## config.mk

```make
export PLATFORM = sky130hd
export DESIGN_NAME = quadrature_position_velocity_top_flat
export DESIGN_NICKNAME = d
export VERILOG_FILES = /design/src/hdl/qpv_pkg.sv /design/src/hdl/qpv_in_if.sv /design/src/hdl/qpv_out_if.sv /design/src/hdl/qpv_core.sv /design/src/hdl/qpv_skid.sv /design/src/hdl/quadrature_position_velocity_top.sv /design/src/flat_wrapper.sv
export SDC_FILE = /design/constraint.sdc
export NUM_CORES = 1
export LEC_CHECK = 0
export ABC_AREA = 1
export BUFFER_PORTS_ARGS = -buffer_cell sky130_fd_sc_hd__buf_4
export CAP_MARGIN = 20
export CORE_MARGIN = 3
export CORE_UTILIZATION = 60
export CTS_CLUSTER_DIAMETER = 80
export CTS_CLUSTER_SIZE = 25
export DETAILED_ROUTE_END_ITERATION = 10
export PLACE_DENSITY_LB_ADDON = 0.3
export SETUP_SLACK_MARGIN = 0.4
export SYNTH_ARGS = -nofsm -noshare
export SYNTH_HDL_FRONTEND = slang
export SYNTH_HIERARCHICAL = 1
export SYNTH_SLANG_ARGS = --single-unit
```

## constraint.sdc

```tcl
create_clock -name clk_i -period 11.7 [get_ports clk_i]
set_input_delay 2.34 -clock clk_i [delete_from_list [all_inputs] [get_ports clk_i]]
set_output_delay 2.34 -clock clk_i [all_outputs]
set_load 0.05 [all_outputs]
```

## src/hdl/qpv_pkg.sv

```systemverilog
// Package for the quadrature position/velocity decoder.
// Holds command codes, the step table and the result struct; no dependencies.
package qpv_pkg;

  localparam int unsigned CntW = 32;
  localparam int unsigned TickW = 4;

  localparam logic [TickW-1:0] AccelEveryRst = TickW'(3);

  typedef enum logic [1:0] {
    CMD_SAMPLE = 2'd0,
    CMD_TICK   = 2'd1,
    CMD_INDEX  = 2'd2
  } cmd_e;

  typedef enum logic [1:0] {
    STEP_ZERO = 2'd0,
    STEP_INC  = 2'd1,
    STEP_DEC  = 2'd2,
    STEP_BAD  = 2'd3
  } step_e;

  // Step by [new phase][old phase], phase = {chan_b, chan_a}.
  localparam step_e StepTable [4][4] = '{
    '{STEP_ZERO, STEP_DEC,  STEP_INC,  STEP_BAD },
    '{STEP_INC,  STEP_ZERO, STEP_BAD,  STEP_DEC },
    '{STEP_DEC,  STEP_BAD,  STEP_ZERO, STEP_INC },
    '{STEP_BAD,  STEP_INC,  STEP_DEC,  STEP_ZERO}
  };

  typedef struct packed {
    logic signed [CntW-1:0] position;
    logic signed [CntW-1:0] velocity;
    logic signed [CntW-1:0] acceleration;
    logic signed [CntW-1:0] rev_count;
    logic                   bad_transition;
  } res_t;

endpackage

```

## src/hdl/qpv_in_if.sv

```systemverilog
// Request channel of the quadrature decoder: valid/ready plus command and pins.
// Depends on nothing.
interface qpv_in_if;
  logic       valid;
  logic       ready;
  logic [1:0] command;
  logic       chan_a;
  logic       chan_b;

  modport source (output valid, command, chan_a, chan_b, input ready);
  modport sink   (input valid, command, chan_a, chan_b, output ready);
endinterface

```

## src/hdl/qpv_out_if.sv

```systemverilog
// Result channel of the quadrature decoder: valid/ready plus the result fields.
// Depends on nothing.
interface qpv_out_if;
  logic               valid;
  logic               ready;
  logic signed [31:0] position;
  logic signed [31:0] velocity;
  logic signed [31:0] acceleration;
  logic signed [31:0] rev_count;
  logic               bad_transition;

  modport source (output valid, position, velocity, acceleration, rev_count,
                  bad_transition, input ready);
  modport sink   (input valid, position, velocity, acceleration, rev_count,
                  bad_transition, output ready);
endinterface

```

## src/hdl/qpv_core.sv

```systemverilog
// Decoder state and its combinational next-state update: phase, position, velocity,
// acceleration and revolution registers. Uses qpv_pkg.
module qpv_core import qpv_pkg::*; (
  input  logic             clk_i,
  input  logic             rst_ni,
  input  logic             cfg_we_i,
  input  logic [TickW-1:0] cfg_wdata_i,
  input  logic             accept_i,
  input  logic [1:0]       cmd_i,
  input  logic             chan_a_i,
  input  logic             chan_b_i,
  output res_t             res_o
);

  logic [TickW-1:0] accel_every_q;
  logic [1:0]       phase_q, phase_d;
  logic [CntW-1:0]  pos_q, pos_d;
  logic [CntW-1:0]  pos_tick_q, pos_tick_d;
  logic [CntW-1:0]  vel_q, vel_d;
  logic [CntW-1:0]  vel_accel_q, vel_accel_d;
  logic [CntW-1:0]  accel_q, accel_d;
  logic [TickW-1:0] tick_q, tick_d;
  logic [CntW-1:0]  pos_index_q, pos_index_d;
  logic [CntW-1:0]  rev_q, rev_d;
  logic             bad_d;

  always_comb begin
    logic [1:0]       phase;
    logic [TickW-1:0] tick_inc;
    step_e            step;
    phase       = {chan_b_i, chan_a_i};
    step        = StepTable[phase][phase_q];
    tick_inc    = tick_q + TickW'(1);
    phase_d     = phase_q;
    pos_d       = pos_q;
    pos_tick_d  = pos_tick_q;
    vel_d       = vel_q;
    vel_accel_d = vel_accel_q;
    accel_d     = accel_q;
    tick_d      = tick_q;
    pos_index_d = pos_index_q;
    rev_d       = rev_q;
    bad_d       = 1'b0;
    unique case (cmd_i)
      CMD_SAMPLE: begin
        phase_d = phase;
        unique case (step)
          STEP_INC:  pos_d = pos_q + CntW'(1);
          STEP_DEC:  pos_d = pos_q - CntW'(1);
          STEP_BAD:  bad_d = 1'b1;
          default:   ;
        endcase
      end
      CMD_TICK: begin
        vel_d      = pos_q - pos_tick_q;
        pos_tick_d = pos_q;
        tick_d     = tick_inc;
        if (tick_inc >= accel_every_q) begin
          accel_d     = vel_d - vel_accel_q;
          vel_accel_d = vel_d;
          tick_d      = '0;
        end
      end
      CMD_INDEX: begin
        rev_d       = pos_q - pos_index_q;
        pos_index_d = pos_q;
      end
      default: ;
    endcase
  end

  always_ff @(posedge clk_i or negedge rst_ni) begin
    if (!rst_ni) begin
      accel_every_q <= AccelEveryRst;
    end else if (cfg_we_i) begin
      accel_every_q <= cfg_wdata_i;
    end
  end

  always_ff @(posedge clk_i or negedge rst_ni) begin
    if (!rst_ni) begin
      phase_q     <= '0;
      pos_q       <= '0;
      pos_tick_q  <= '0;
      vel_q       <= '0;
      vel_accel_q <= '0;
      accel_q     <= '0;
      tick_q      <= '0;
      pos_index_q <= '0;
      rev_q       <= '0;
    end else if (accept_i) begin
      phase_q     <= phase_d;
      pos_q       <= pos_d;
      pos_tick_q  <= pos_tick_d;
      vel_q       <= vel_d;
      vel_accel_q <= vel_accel_d;
      accel_q     <= accel_d;
      tick_q      <= tick_d;
      pos_index_q <= pos_index_d;
      rev_q       <= rev_d;
    end
  end

  // Result carries the state after this request.
  assign res_o.position       = pos_d;
  assign res_o.velocity       = vel_d;
  assign res_o.acceleration   = accel_d;
  assign res_o.rev_count      = rev_d;
  assign res_o.bad_transition = bad_d;

  // Only pin samples move the position.
  a_pos_hold: assert property (@(posedge clk_i) disable iff (!rst_ni)
    accept_i && (cmd_i != CMD_SAMPLE) |=> pos_q == $past(pos_q))
    else $error("position moved on a non-sample request");

  // Index latches the span since the previous index.
  a_rev: assert property (@(posedge clk_i) disable iff (!rst_ni)
    accept_i && (cmd_i == CMD_INDEX)
      |=> (rev_q == $past(pos_q - pos_index_q)) && (pos_index_q == pos_q))
    else $error("rev_count latch wrong");

  // Tick records the position it measured from.
  a_tick: assert property (@(posedge clk_i) disable iff (!rst_ni)
    accept_i && (cmd_i == CMD_TICK) |=> pos_tick_q == pos_q)
    else $error("tick reference not updated");

endmodule

```

## src/hdl/qpv_skid.sv

```systemverilog
// Two-entry output stage: result register plus skid register, so the
// request side sees no combinational path from result ready. Uses qpv_pkg.
module qpv_skid import qpv_pkg::*; (
  input  logic clk_i,
  input  logic rst_ni,
  input  logic in_valid_i,
  output logic in_ready_o,
  input  res_t in_data_i,
  output logic out_valid_o,
  input  logic out_ready_i,
  output res_t out_data_o
);

  logic out_valid_q;
  logic skid_valid_q;
  res_t out_q;
  res_t skid_q;
  logic push;
  logic drain;

  assign in_ready_o  = !skid_valid_q;
  assign push        = in_valid_i && in_ready_o;
  assign drain       = !out_valid_q || out_ready_i;
  assign out_valid_o = out_valid_q;
  assign out_data_o  = out_q;

  always_ff @(posedge clk_i or negedge rst_ni) begin
    if (!rst_ni) begin
      out_valid_q  <= 1'b0;
      skid_valid_q <= 1'b0;
    end else if (drain) begin
      if (skid_valid_q) begin
        out_valid_q  <= 1'b1;
        skid_valid_q <= 1'b0;
      end else begin
        out_valid_q <= push;
      end
    end else if (push) begin
      skid_valid_q <= 1'b1;
    end
  end

  always_ff @(posedge clk_i) begin
    if (drain) begin
      out_q <= skid_valid_q ? skid_q : in_data_i;
    end else if (push) begin
      skid_q <= in_data_i;
    end
  end

  a_skid_behind_out: assert property (@(posedge clk_i) disable iff (!rst_ni)
    skid_valid_q |-> out_valid_q)
    else $error("skid holds a result with the output register empty");

  a_stall_to_skid: assert property (@(posedge clk_i) disable iff (!rst_ni)
    push && out_valid_q && !out_ready_i |=> skid_valid_q && out_valid_q)
    else $error("stalled request not caught in skid");

  a_skid_first: assert property (@(posedge clk_i) disable iff (!rst_ni)
    skid_valid_q && out_ready_i |=> out_q == $past(skid_q))
    else $error("skid result not forwarded in order");

endmodule

```

## src/hdl/quadrature_position_velocity_top.sv

```systemverilog
// Top level of the x4 quadrature position/velocity decoder.
// Uses qpv_pkg, qpv_in_if, qpv_out_if, qpv_core and qpv_skid.
//
// Usage
//  - in_i carries requests: command 0 is a pin sample (chan_a/chan_b
//    levels), 1 a sample tick, 2 an index pulse; 3 changes nothing.
//  - Each accepted request yields exactly one result on out_o: the position,
//    velocity, acceleration and rev_count after that request, plus
//    bad_transition when a pin sample flipped both channels at once (the
//    position then holds, but the new phase is still taken).
//  - cfg_we_i/cfg_wdata_i write accel_every (ticks per acceleration update,
//    0 behaves as 1); write only while no result is outstanding.
// Timing
//  - The table lookup and up to two chained 32-bit subtracts sit between the
//    state registers and the output register; the block takes one request
//    per cycle while the skid register is empty.
//  - A skid register behind the output register keeps in_i.ready free of any
//    path from out_o.ready; with the receiver stalled, one more request is
//    taken, then ready drops until the skid drains.
// Reset
//  - rst_ni clears all counters, the phase and both output stages, and sets
//    accel_every to 3. No clearing pass.
module quadrature_position_velocity_top import qpv_pkg::*; (
  input  logic             clk_i,
  input  logic             rst_ni,
  input  logic             cfg_we_i,
  input  logic [TickW-1:0] cfg_wdata_i,
  qpv_in_if.sink           in_i,
  qpv_out_if.source        out_o
);

  logic accept;
  logic in_ready;
  res_t res;
  res_t res_q;

  assign in_i.ready = in_ready;
  assign accept     = in_i.valid && in_ready;

  // State update; the core's outputs already hold the post-request values.
  qpv_core u_core (
    .clk_i       (clk_i),
    .rst_ni      (rst_ni),
    .cfg_we_i    (cfg_we_i),
    .cfg_wdata_i (cfg_wdata_i),
    .accept_i    (accept),
    .cmd_i       (in_i.command),
    .chan_a_i    (in_i.chan_a),
    .chan_b_i    (in_i.chan_b),
    .res_o       (res)
  );

  // Output register and skid.
  qpv_skid u_skid (
    .clk_i       (clk_i),
    .rst_ni      (rst_ni),
    .in_valid_i  (in_i.valid),
    .in_ready_o  (in_ready),
    .in_data_i   (res),
    .out_valid_o (out_o.valid),
    .out_ready_i (out_o.ready),
    .out_data_o  (res_q)
  );

  assign out_o.position       = res_q.position;
  assign out_o.velocity       = res_q.velocity;
  assign out_o.acceleration   = res_q.acceleration;
  assign out_o.rev_count      = res_q.rev_count;
  assign out_o.bad_transition = res_q.bad_transition;

endmodule

```

## src/flat_wrapper.sv

```systemverilog
// flat-port wrapper written by rule: the top's interface ports become plain ports
module quadrature_position_velocity_top_flat import qpv_pkg::*;
  (clk_i, rst_ni, cfg_we_i, cfg_wdata_i, in_i_valid, in_i_command, in_i_chan_a, in_i_chan_b, in_i_ready, out_o_valid, out_o_position, out_o_velocity, out_o_acceleration, out_o_rev_count, out_o_bad_transition, out_o_ready);
  qpv_in_if in_i_i ();
  qpv_out_if out_o_i ();
  input  logic clk_i;
  input  logic rst_ni;
  input  logic cfg_we_i;
  input  logic [TickW-1:0] cfg_wdata_i;
  input wire logic [$bits(in_i_i.valid)-1:0] in_i_valid;
  input wire logic [$bits(in_i_i.command)-1:0] in_i_command;
  input wire logic [$bits(in_i_i.chan_a)-1:0] in_i_chan_a;
  input wire logic [$bits(in_i_i.chan_b)-1:0] in_i_chan_b;
  output wire logic [$bits(in_i_i.ready)-1:0] in_i_ready;
  output wire logic [$bits(out_o_i.valid)-1:0] out_o_valid;
  output wire logic [$bits(out_o_i.position)-1:0] out_o_position;
  output wire logic [$bits(out_o_i.velocity)-1:0] out_o_velocity;
  output wire logic [$bits(out_o_i.acceleration)-1:0] out_o_acceleration;
  output wire logic [$bits(out_o_i.rev_count)-1:0] out_o_rev_count;
  output wire logic [$bits(out_o_i.bad_transition)-1:0] out_o_bad_transition;
  input wire logic [$bits(out_o_i.ready)-1:0] out_o_ready;
  assign in_i_i.valid = in_i_valid;
  assign in_i_i.command = in_i_command;
  assign in_i_i.chan_a = in_i_chan_a;
  assign in_i_i.chan_b = in_i_chan_b;
  assign in_i_ready = in_i_i.ready;
  assign out_o_valid = out_o_i.valid;
  assign out_o_position = out_o_i.position;
  assign out_o_velocity = out_o_i.velocity;
  assign out_o_acceleration = out_o_i.acceleration;
  assign out_o_rev_count = out_o_i.rev_count;
  assign out_o_bad_transition = out_o_i.bad_transition;
  assign out_o_i.ready = out_o_ready;
  quadrature_position_velocity_top u_core (.clk_i(clk_i), .rst_ni(rst_ni), .cfg_we_i(cfg_we_i), .cfg_wdata_i(cfg_wdata_i), .in_i(in_i_i), .out_o(out_o_i));
endmodule
```

==> results list, run 1 <==
- Fraction of layout cells with a size suffix above 1: 0.0884
- In this run the core area contains between 70 and 80 standard-cell rows.
- After detailed placement, the total cell area comes to slightly below 30000 um^2.
- Die outline height: 221 um
* Main flop type after synthesis: sky130_fd_sc_hd__edfxtp_1
* Quantity of I/O buffers inserted on ports: 143
- In the final layout, flip-flops and latches occupy between 10000 and 15000 um^2.
- Number of warning messages in the yosys log: 6
* Portion of the post-synthesis area used by sequential elements: 0.494
- CTS Root Buffer Type: sky130_fd_sc_hd__clkbuf_16
- Kind of path behind the tightest hold check: flip-flop to flip-flop
- Async SR Flop Fraction: 0.478
- Crit path cell chain: buf_4, inv_1, nor2_1, inv_1, a32oi_1, ha_1, buf_4, ha_1, a21oi_1, nand2_1, a21oi_1, inv_1, nand2_1, nand2_1, nand3_1, nand2_1, nand2_1, nand3_1, nand2_1, inv_1, nand2_1, nand2_1
- Setup violations remaining at the end of the flow were counted as 0.
- Clock-pin slew was measured on the worst setup and hold paths at ~0.090 ns.
- STA classifies the critical path endpoint as a flip-flop.
- Compared with the post-synthesis result, the final layout area differs by 9.26%.
- First-pass iteration count of the detailed router: 6
- For the worst flop-to-flop path, the logic depth is 23.
- Clock latency reported for the late side of the worst-skew pair: roughly 0.63 ns
- In this run the worst path has a maximum fanout of 32.
- Entering global routing, the biggest net connects 115 pins.
- Counting every instance in the synthesized netlist gives between 3k and 4k.
- Total Die Area: 48700 um^2
* Diodes inserted: 0
- Delay of the slowest critical-path stage: 0.36 ns
- The number of antenna violations at the first check in global routing was 1.
- Final instance area: 30200 um^2
* Hold-fix buffers at CTS: 0
- Area of the multi-input gates: 12200 um^2
- Number of clock buffers inserted by TritonCTS: 30
- Die width: between 200 and 250 um
- After detailed routing, the number of remaining DRC violations is 0.
- Fin. Hold Viols: 0
- The worst setup path is of the input pin to flip-flop kind.
* Clock tree from TritonCTS: done
* Vias/cell: 5.82
- Across all layers, the routed design uses 23.5k vias.
- For this design the top-level I/O count stands at about 140.
* Setup slack on the worst flop-to-flop path: 7.03 ns
- Placed wire-length estimate: 59400 um
- Across the routed clock network, the largest skew measured is 0.0281 ns.
- The synthesized design contains a little under 500 register bits.
- Count of clock tree sinks: 494
* Starting DRC count in detailed routing: 2223
- Summed over all failing endpoints, the final setup total negative slack is 0 ns.
- Worst path top cell family by delay: simple AND/OR/NAND/NOR gates
- For the worst setup path, the data arrival time is 5.43 ns.
- Post-CTS timing repair inserted 0 buffers for setup.
- Timing startpoint of the critical path: in_i_chan_b
- After layout, the minimum clock period comes to 5.05 ns.
- Layout Nets: 3574
- The number of pins with negative max-slew slack in the final report is 0.
- H-tree lvl count: 1
- Initial Util: 0.615
* Required time worst endpoint: 12.08 ns
- Unrepaired setup endpoints after global routing: no
- Maximum clock frequency: a little under 0.2 GHz
- The worst pin sits at a relative slew slack of 0.252.
* Number of enable-type register cells in the synthesized netlist: about 260
- Synthesized Nets: roughly 3.5k
* Final weighted congestion in routability-driven placement: between 0.9 and 1
- Fill cells: 3597
* Number of gates on the worst path with buffers counted: 22
- Most repeated library cell on the critical path: sky130_fd_sc_hd__nand2_1
- The first global-routing pass estimated 125000 um of wire.
- For this run, the total global-route usage over all layers was measured as 0.332.
- Placement Setup Slack: about 6.0 ns
* Vias in the first global route: ~23k
- Once detail routing completed, the nets flagged for antenna violations numbered 0.
- Slew at the pin closest to its max-slew limit: 1.12 ns
- On the critical path, the stage with the largest delay is an instance of sky130_fd_sc_hd__ha_1.
* R2r endpoint: u_core/u_skid/out_data_o[56]
* WL per Instance: about 20 um
- The region available for standard cell placement spans 44900 um^2.
- Setup ws final: 6.65 ns
- Total wirelength of the detailed-routed design: ~81000 um
* Mean instance size in the synthesized netlist: 8.30 um^2
* Buffers from clock root to sink, at most: 3
- Reg-to-reg critical path startpoint: u_core/u_core/pos_q[0]
* Final worst path period share: 0.432
- The critical path ends at u_core/u_skid/out_data_o[118].
* Sort of element at the start of the critical path: input pin
- Resize count post-CTS: 0
- Mapped Area: approximately 28000 um^2
- Status: finished clean
- Max-cap violations in this run came to 0.
- Buffering stage count on the worst path with inverters included: 6
- Total congestion overflow: 0
- Number of distinct standard cells referenced by the synthesized netlist: 60
## cell usage in the layout, fill, tap and decap left out, types with 20 or more instances in the layout
cell / netlist / routed
sky130_fd_sc_hd__dfrtp_1: 234 / 233
sky130_fd_sc_hd__nand2_1: 1170 / 1169
sky130_fd_sc_hd__nor2_1: 166 / 164
sky130_fd_sc_hd__nor3_1: 27 / 27
sky130_fd_sc_hd__buf_4: 3 / 165
sky130_fd_sc_hd__o22ai_1: 22 / 22
sky130_fd_sc_hd__a21oi_1: 138 / 138
sky130_fd_sc_hd__o21ai_0: 300 / 300
sky130_fd_sc_hd__inv_1: 346 / 345
sky130_fd_sc_hd__nand3_1: 154 / 154
sky130_fd_sc_hd__ha_1: 130 / 130
sky130_fd_sc_hd__a21o_1: 20 / 20
sky130_fd_sc_hd__edfxtp_1: 258 / 258
sky130_fd_sc_hd__xnor2_1: 25 / 25
sky130_fd_sc_hd__xor2_1: 36 / 36
sky130_fd_sc_hd__clkbuf_16: 0 / 30
## per-stage QoR
| step | util | hold slack [ns] | cells |
|---|---|---|---|
| after global routing | 0.672 | 0.510 | 4043 |
| final | 0.672 | 0.482 | 4043 |
| after CTS | 0.672 | 0.486 | 4043 |
| after global placement | 0.649 | 0.454 | 3987 |
| after floorplan | - | 0.441 | 3330 |
| after detailed placement | 0.649 | 0.458 | 3987 |
## synthesized netlist by cell type (all sizes together) (8+ instances only)
cell    count  area share
nand2    1181        0.16
inv       354       0.048
o21ai     318       0.059
edfxtp    258        0.28
dfrtp     234        0.21
nor2      172       0.024
nand3     157       0.029
a21oi     151       0.029
ha        130       0.059
buf        59       0.013
xor2       45       0.017
clkbuf     42      0.0057
nor3       29      0.0056
xnor2      26      0.0085
or2        24      0.0054
o22ai      23      0.0054
a21o       20      0.0054
nand4      18      0.0041
o21bai     14      0.0046
nand3b     12      0.0033
a31oi      10      0.0025
o21a        8      0.0022
## worst min-delay path: cells and delay by family, from the launching register on
family	cells	cell delay [ns]
simple gates	2	0.11
flops	1	0.35
## cell families (layout without fill, tap and decap cells)
kind of cell,Yosys count,in the layout,synth area share
buf+inv,456,577,0.0672
flops,494,494,0.494
mux,1,1,0.000408
compound gates,563,563,0.114
simple gates,1611,1611,0.237
fa+ha+maj,134,134,0.0618
xor+xnor,71,71,0.0252
## area by class of cell
class | count | area share
Sequential cell | 494 | 0.453
Multi-Input combinational cell | 2380 | 0.403
Inverter | 355 | 0.0442
Timing Repair Buffer | 166 | 0.0415
Clock buffer | 37 | 0.0257
Tap cell | 592 | 0.0245
Clock inverter | 19 | 0.00854
## how the worst min path moves through the flow
| stage | slack, ns | depth (start not counted) | endpoint | start |
|---|---|---|---|---|
| floorplan | 0.44 | 2 | u_core/u_core/accel_q[25] | u_core/u_core/accel_q[25] |
| finish | 0.48 | 2 | u_core/u_core/rev_q[30] | u_core/u_core/rev_q[30] |
| detailed placement | 0.46 | 2 | u_core/u_core/accel_q[25] | u_core/u_core/accel_q[25] |
| global route | 0.51 | 2 | u_core/u_core/vel_q[17] | u_core/u_core/vel_q[17] |
| CTS | 0.49 | 2 | u_core/u_core/accel_q[25] | u_core/u_core/accel_q[25] |
| global placement | 0.45 | 2 | u_core/u_core/accel_q[31] | u_core/u_core/accel_q[31] |
## routing by layer
layer  vias up  share of wire  GRT usage
li1      11096              -          -
met1     11252           0.40      0.426
met2      1018           0.49      0.574
met3       179          0.068     0.0441
met4         0          0.048      0.134
met5         -              0          0
## flip-flops by register name (all words and copies together), names as in the netlist, 2 cells and up
name,cells
u_core/u_core/pos_q,32
u_core/u_core/rev_q,32
u_core/u_core/vel_accel_q,32
u_core/u_skid/skid_q,129
u_core/u_core/phase_q,2
u_core/u_core/vel_q,32
u_core/u_core/pos_index_q,32
u_core/u_core/tick_q,4
u_core/u_core/accel_q,32
u_core/u_core/accel_every_q,4
u_core/u_core/pos_tick_q,32
u_core/u_skid/out_data_o,129
Power of run 1 is not shown: default switching activity piles up to over one toggle a cycle in this logic, so the estimate is an artifact.
==> run 2, diff against run 1 <==
Settings changed: CORE_UTILIZATION 60 to 56.
Clock period 11.7 ns to 4.35 ns, I/O delays scaled along.
==> run 2 against run 1 <==
Against the previous run:
- utilization shrank 0.96 points
- first-iteration DRC count decreased by 10%
- global-route usage down 1.3 points
- worst hold slack worse by 0.24 ns
- sequential cell count did not move
- largest cell class unchanged
- sequential share of layout area down 2.5 points
==> results list, run 2 (synthesized netlist as in run 1, its figures left out) <==
- The summed negative setup slack over all endpoints was 0 ns (unchanged).
* Initial Util: 0.573 (-0.0427)
* Diodes inserted: 0 (unchanged)
- Final Max Tran Viols: 0 (unchanged)
* Total wirelength of the detailed-routed design: 84500 um (+4.8%)
* Capture point of the worst path: u_core/u_skid/out_data_o[54]
- Fraction of layout cells with a size suffix above 1: 0.155 (+0.0666)
- Synthesis-to-layout area growth: 15.7%
- The slew at the pin closest to its max-slew limit was 0.969 ns (-0.152 ns).
- The flow ran to the end, and the final reports show no timing, DRC or antenna violations.
- GR Util All Layers: 0.319 (-0.0132)
- Reg-to-reg critical path startpoint: u_core/u_core/pos_q[7]
- Buffers from clock root to sink, at most: 3 (unchanged)
* Pin count of the biggest net entering global routing: 85 (-26%)
- Derived from the worst setup path, the maximum achievable clock frequency is 0.258 GHz.
- The detailed-placement wirelength estimate is 63300 um (+6.5%).
- The library cell used most frequently in the layout, excluding fill and tap cells, is sky130_fd_sc_hd__nand2_1.
* Kind of path behind the tightest hold check: input pin to asynchronous set/reset pin
- The number of endpoints failing setup at the final stage was 0 (unchanged).
- Clock latency reported for the late side of the worst-skew pair: 0.61 ns (-0.02 ns)
* Required time worst endpoint: 4.71 ns (-7.37 ns)
- Quantity of I/O buffers inserted on ports: 143 (unchanged)
- The number of maximum-capacitance violations is 0 (unchanged).
- In the finished design, the share of the clock period the worst path needs comes to 0.890.
- The relative max-transition margin came to 0.353 (+0.101).
* Antenna violations before repair: 0 (-1)
- Setup slack on the worst flop-to-flop path: 0.48 ns (-6.55 ns)
* Clock tree from TritonCTS: done
* Fin. Hold Viols: 0 (unchanged)
* Starting DRC count in detailed routing: 1992 (-10%)
* Kind of capture point of the worst setup path: flip-flop
- Die width: 228 um (+3.4%)
* WL per Instance: 20.1 um (+0.95%)
- The final-stage net count is 3668 (+2.6%).
- Min cycle time layout: just under 4 ns
* CTS Root Buffer Type: sky130_fd_sc_hd__clkbuf_16
- The worst clock skew is 0.0255 ns (-0.00263 ns).
* Vias/cell: 5.65 (-2.9%)
* First-pass iteration count of the detailed router: 6 (unchanged)
- Number of DRC violations after detailed routing: 0 (unchanged)
- Critical path peak fanout: 5 (-84%)
* Die outline height: 228 um (+3.4%)
- The data arrival time of the critical path came to 4.23 ns (-1.20 ns).
- Final weighted congestion in routability-driven placement: 1.05 (+5.8%)
- Unrepaired setup endpoints after global routing: yes
* Global-route wire length before repair: 131000 um (+4.9%)
* Total congestion overflow: 0 (unchanged)
* Sort of element at the start of the critical path: flip-flop
* Count of clock tree sinks: 494 (unchanged)
- The routed via count is 23.7k (+0.85%).
* Worst setup path class: flip-flop to flip-flop
* Logic depth of the worst register-to-register path: 18 (-22%)
- H-tree lvl count: 1 (unchanged)
- Core Footprint: 48200 um^2 (+7.5%)
- FP Rows: 80 (+3.9%)
- The number of global-route vias before repair was 23.0k (+0.71%).
- The remaining number of nets flagged by the antenna check after routing is 0 (unchanged).
- R2r endpoint: u_core/u_skid/out_data_o[54]
- The layout filler cell count came to 4017 (+12%).
* Top library cells by usage in the layout, fill and taps aside: sky130_fd_sc_hd__nand2_1, sky130_fd_sc_hd__inv_1, sky130_fd_sc_hd__o21ai_0, sky130_fd_sc_hd__edfxtp_1, sky130_fd_sc_hd__buf_4
- Timing startpoint of the critical path: u_core/u_core/pos_q[7]
- The full die area was 52000 um^2 (+6.9%).
- Number of clock buffers inserted by TritonCTS: 28 (-6.7%)
* I/O pin count: 144 (unchanged)
- The CTS clock-pin slew for the worst setup and hold paths was 0.09 ns (about the same).
run 2: critical path, cell delays in order (launching register included):
cell and delay, ns:
sky130_fd_sc_hd__dfrtp_1 0.43, sky130_fd_sc_hd__ha_2 0.41, sky130_fd_sc_hd__nand2_1 0.14, sky130_fd_sc_hd__nor2_2 0.24
sky130_fd_sc_hd__a21oi_4 0.09, sky130_fd_sc_hd__buf_4 0.15, sky130_fd_sc_hd__xnor2_2 0.29, sky130_fd_sc_hd__ha_2 0.40
sky130_fd_sc_hd__a21oi_1 0.22, sky130_fd_sc_hd__o21ai_0 0.17, sky130_fd_sc_hd__a21oi_1 0.20, sky130_fd_sc_hd__o21ai_2 0.11
sky130_fd_sc_hd__nand3_1 0.09, sky130_fd_sc_hd__nand2_1 0.11, sky130_fd_sc_hd__or2_1 0.25, sky130_fd_sc_hd__nand3_1 0.07
sky130_fd_sc_hd__o21ai_1 0.09, sky130_fd_sc_hd__nand2_1 0.10, sky130_fd_sc_hd__nand2_1 0.06
run 2: final cells by class:
cell class / count / area (um^2) / area share
Clock buffer: 40 / 820 / 0.0256
Clock inverter: 12 / 153 / 0.00477
Inverter: 355 / 1340 / 0.0420
Multi-Input combinational cell: 2380 / 13100 / 0.411
Sequential cell: 494 / 13700 / 0.427
Tap cell: 656 / 821 / 0.0257
Timing Repair Buffer: 262 / 2040 / 0.0637
run 2: layer usage:
| metal | track usage | share of wire |
|---|---|---|
| met5 | 0 | 0 |
| met4 | 0.116 | 0.047 |
| met3 | 0.0293 | 0.056 |
| met2 | 0.552 | 0.49 |
| met1 | 0.421 | 0.41 |
run 2: through the flow:
stage          std cells  setup slack, ns  utilization  cell area, um^2  hold WS, ns
5_1_grt             4199            0.234        0.663            32000        0.299
4_1_cts             4172            0.397        0.643            31000        0.294
3_5_place_dp        4118           0.0199        0.618            29800        0.465
6_report            4199            0.478        0.663            32000        0.239
3_3_place_gp        4118           0.0845        0.618            29800        0.457
2_1_floorplan       3330            0.456            -            27700        0.441
run 2: worst min path at each step:
stage,endpoint,start
3_5_place_dp,u_core/u_core/rev_q[21],u_core/u_core/rev_q[21]
4_1_cts,u_core/u_core/rev_q[19],rst_ni
2_1_floorplan,u_core/u_core/accel_q[25],u_core/u_core/accel_q[25]
5_1_grt,u_core/u_core/pos_index_q[28],rst_ni
3_3_place_gp,u_core/u_core/accel_q[25],u_core/u_core/accel_q[25]
6_report,u_core/u_core/pos_index_q[28],rst_ni
run 2: repair_timing:
action / in CTS / in global routing
resized for setup: 46 / 179
pin swaps: 6 / 44
setup buffers: 2 / 27
hold buffers: 0 / 0
endpoints found under the setup margin: 38 / 60
hold endpoints to repair: 0 / 0
Power of run 2 is left out for the same reason.
==> run 3, diff against run 2 <==
Settings changed: REMOVE_ABC_BUFFERS set to 1.
==> run 3 against run 2 <==
Against the previous run:
- global-route usage decreased by 2.4 points
- sequential share of layout area increased by 0.34 points
- setup slack improved by 0.077 ns
- critical endpoint is now u_core/u_skid/out_data_o[56]
- final area decreased by 0.77%
- routed wire length decreased by 8.0%
- critical path depth increased by 6
- highest routed layer unchanged
- fmax increased by 2.0%
- sequential cell count unchanged
- die area unchanged
- worst hold slack improved by 0.064 ns
- non-clock buffer count decreased by 16
- clock skew increased by 0.0072 ns
==> results list, run 3 (synthesized netlist as in run 1, its figures left out) <==
* Vias/cell: 5.54 (-2.0%)
- Worst Path Arrival: 4.17 ns (-0.06 ns)
- Post-detailed-placement cell area: 29700 um^2 (-0.49%)
- The required time of the worst setup path came to 4.72 ns (about the same).
- Clock tree from TritonCTS: done
- The core area came to 48200 um^2 (unchanged).
* Fin. Hold Viols: 0 (unchanged)
* Total Die Area: 52000 um^2 (unchanged)
- Most frequent standard cell in the layout excluding fill and tap cells: sky130_fd_sc_hd__nand2_1
- Final weighted congestion in routability-driven placement: 0.954 (-8.8%)
* I/O pin count: 144 (unchanged)
- Seq. cell area: 13700 um^2 (about the same)
- Antenna violations before repair: 0 (unchanged)
- Core Util, Final: 0.658 (-0.00511)
- The x dimension of the die was 228 um (unchanged).
- The number of buffers added on ports is 143 (unchanged).
* Status: finished clean
- The die span in y was 228 um (unchanged).
- The initial detailed-routing violation count was 1648 (-17%).
- Layout Nets: 3652 (-0.44%)
- Placed wire-length estimate: 57500 um (-9.1%)
- Vias in the first global route: 23.0k (-0.15%)
* Final instance area: 31700 um^2 (-0.77%)
- The average wire per cell in the routed design was 18.6 um (-7.6%).
- Fraction of layout cells with a size suffix above 1: 0.148 (-0.00667)
* Antenna-violating nets left: 0 (unchanged)
* Area of the multi-input gates: 13100 um^2 (-0.50%)
* Maximum clock frequency: 0.264 GHz (+2.0%)
- Pin count of the biggest net entering global routing: 132 (+55%)
- The worst clock skew came to 0.0327 ns (+0.00715 ns).
- Clock latency reported for the late side of the worst-skew pair: 0.61 ns (about the same)
- First-pass iteration count of the detailed router: 6 (unchanged)
- Critical path peak fanout: 4 (-1)
- Leaving out fill and tap cells, the most frequent cells in the layout are sky130_fd_sc_hd__nand2_1, sky130_fd_sc_hd__inv_1, sky130_fd_sc_hd__o21ai_0, sky130_fd_sc_hd__edfxtp_1, sky130_fd_sc_hd__buf_4.
- CTS Root Buffer Type: sky130_fd_sc_hd__clkbuf_16
- The global-route wire length before repair came to 124000 um (-5.3%).
- FP Rows: 80 (unchanged)
- Crit path cell chain: inv_2, ha_4, inv_2, fa_2, nand2_2, a21oi_4, nand3_2, nand2_2, a21oi_4, buf_4, xnor2_2, ha_4, a21oi_1, o21ai_0, a21oi_1, nand2_2, buf_4, a31oi_2, xnor2_1, buf_4, nand2_1, nand2_1, nand2_1, nand2_1
- The layout filler cell count was 3970 (-1.2%).
* Slew at the pin closest to its max-slew limit: 0.994 ns (+0.0247 ns)
- Worst path top cell family by delay: compound AO/OA/AOI/OAI gates
* H-tree lvl count: 1 (unchanged)
* Total congestion overflow: 0 (unchanged)
- Total wirelength of the detailed-routed design: 77800 um (-8.0%)
* Via total after detailed routing: 23.2k (-2.4%)
* Number of clock buffers inserted by TritonCTS: 28 (unchanged)
* Most repeated library cell on the critical path: sky130_fd_sc_hd__nand2_1
* Buffering stage count on the worst path with inverters included: 5 (+4)
- Placed insts: 4102 (-0.39%)
* Number of DRC violations after detailed routing: 0 (unchanged)
* Count of clock tree sinks: 494 (unchanged)
* Cell type of the slowest stage on the worst timing path: sky130_fd_sc_hd__dfrtp_1
* Buffers from clock root to sink, at most: 3 (unchanged)
- Synthesis-to-layout area growth: 14.8%
* Unrepaired setup endpoints after global routing: yes
- The relative max-transition margin was 0.337 (-0.0165).
- The number of pins with negative max-slew slack in the final report is 0 (unchanged).
- Worst-path clk slew: 0.09 ns (about the same)
- The summed negative setup slack over all endpoints came to 0 ns (unchanged).
- The number of endpoints failing setup at the final stage is 0 (unchanged).
- The total track usage is 0.295 (-0.0239).
- Final worst path period share: 0.872 (-0.0177)
* Min cycle time layout: 3.79 ns (-0.0770 ns)
- The tightest min-delay check is of the input pin to asynchronous set/reset pin type.
* Initial Util: 0.573 (unchanged)
- The worst setup path is launched from a flip-flop.
- The number of maximum-capacitance violations was 0 (unchanged).
- The count of placed standard cells in the final layout, fillers left out came to 4184 (-0.36%).
- Delay of the slowest critical-path stage: 0.41 ns (-0.02 ns)
- Worst setup path class: flip-flop to flip-flop
* Kind of capture point of the worst setup path: flip-flop
## run 3: final cells by class
class / count / share of cell area
tap: 656 / 0.0259
multi-input combinational: 2380 / 0.412
clock inverter: 13 / 0.00517
inverter: 355 / 0.0421
sequential: 494 / 0.431
clock buffer: 39 / 0.0240
timing repair buffer: 246 / 0.0600
antenna: 1 / 0.0000789
## run 3: final timing paths
| path | cells after the start | end | start | slack (ns) |
|---|---|---|---|---|
| min | 1 | u_core/u_core/pos_tick_q[6] | rst_ni | 0.30 |
| max | 24 | u_core/u_skid/out_data_o[56] | u_core/u_core/pos_q[0] | 0.56 |
| max reg2reg | 24 | u_core/u_skid/out_data_o[56] | u_core/u_core/pos_q[0] | 0.56 |
| min in group clk_i | 2 | u_core/u_core/accel_every_q[1] | cfg_we_i | 0.46 |
| min reg2reg | 2 | u_core/u_core/accel_q[25] | u_core/u_core/accel_q[25] | 0.48 |
| max in group asynchronous | 2 | u_core/u_core/pos_q[5] | rst_ni | 3.12 |
## run 3: per-stage QoR
step                worst slack, ns  hold slack [ns]
global placement              0.167            0.456
global route                  0.315            0.338
floorplan                     -5.96            0.441
detailed placement            0.119            0.459
finish                        0.555            0.303
CTS                           0.366            0.306
## run 3: routing by layer
metal / up-vias / part of all wire / track usage
met3: 149 / 0.045 / 0.0279
met1: 11109 / 0.42 / 0.383
li1: 11262 / - / -
met5: - / 0 / 0
met2: 666 / 0.50 / 0.516
met4: 0 / 0.041 / 0.108
## run 3: repair_timing
item,CTS,global route
buffers inserted,4,25
setup endpoints to repair,23,51
pin swaps,4,47
gates resized for setup,41,166
hold buffers,0,0
hold endpoints to repair,0,0
Power of run 3 is left out for the same reason.
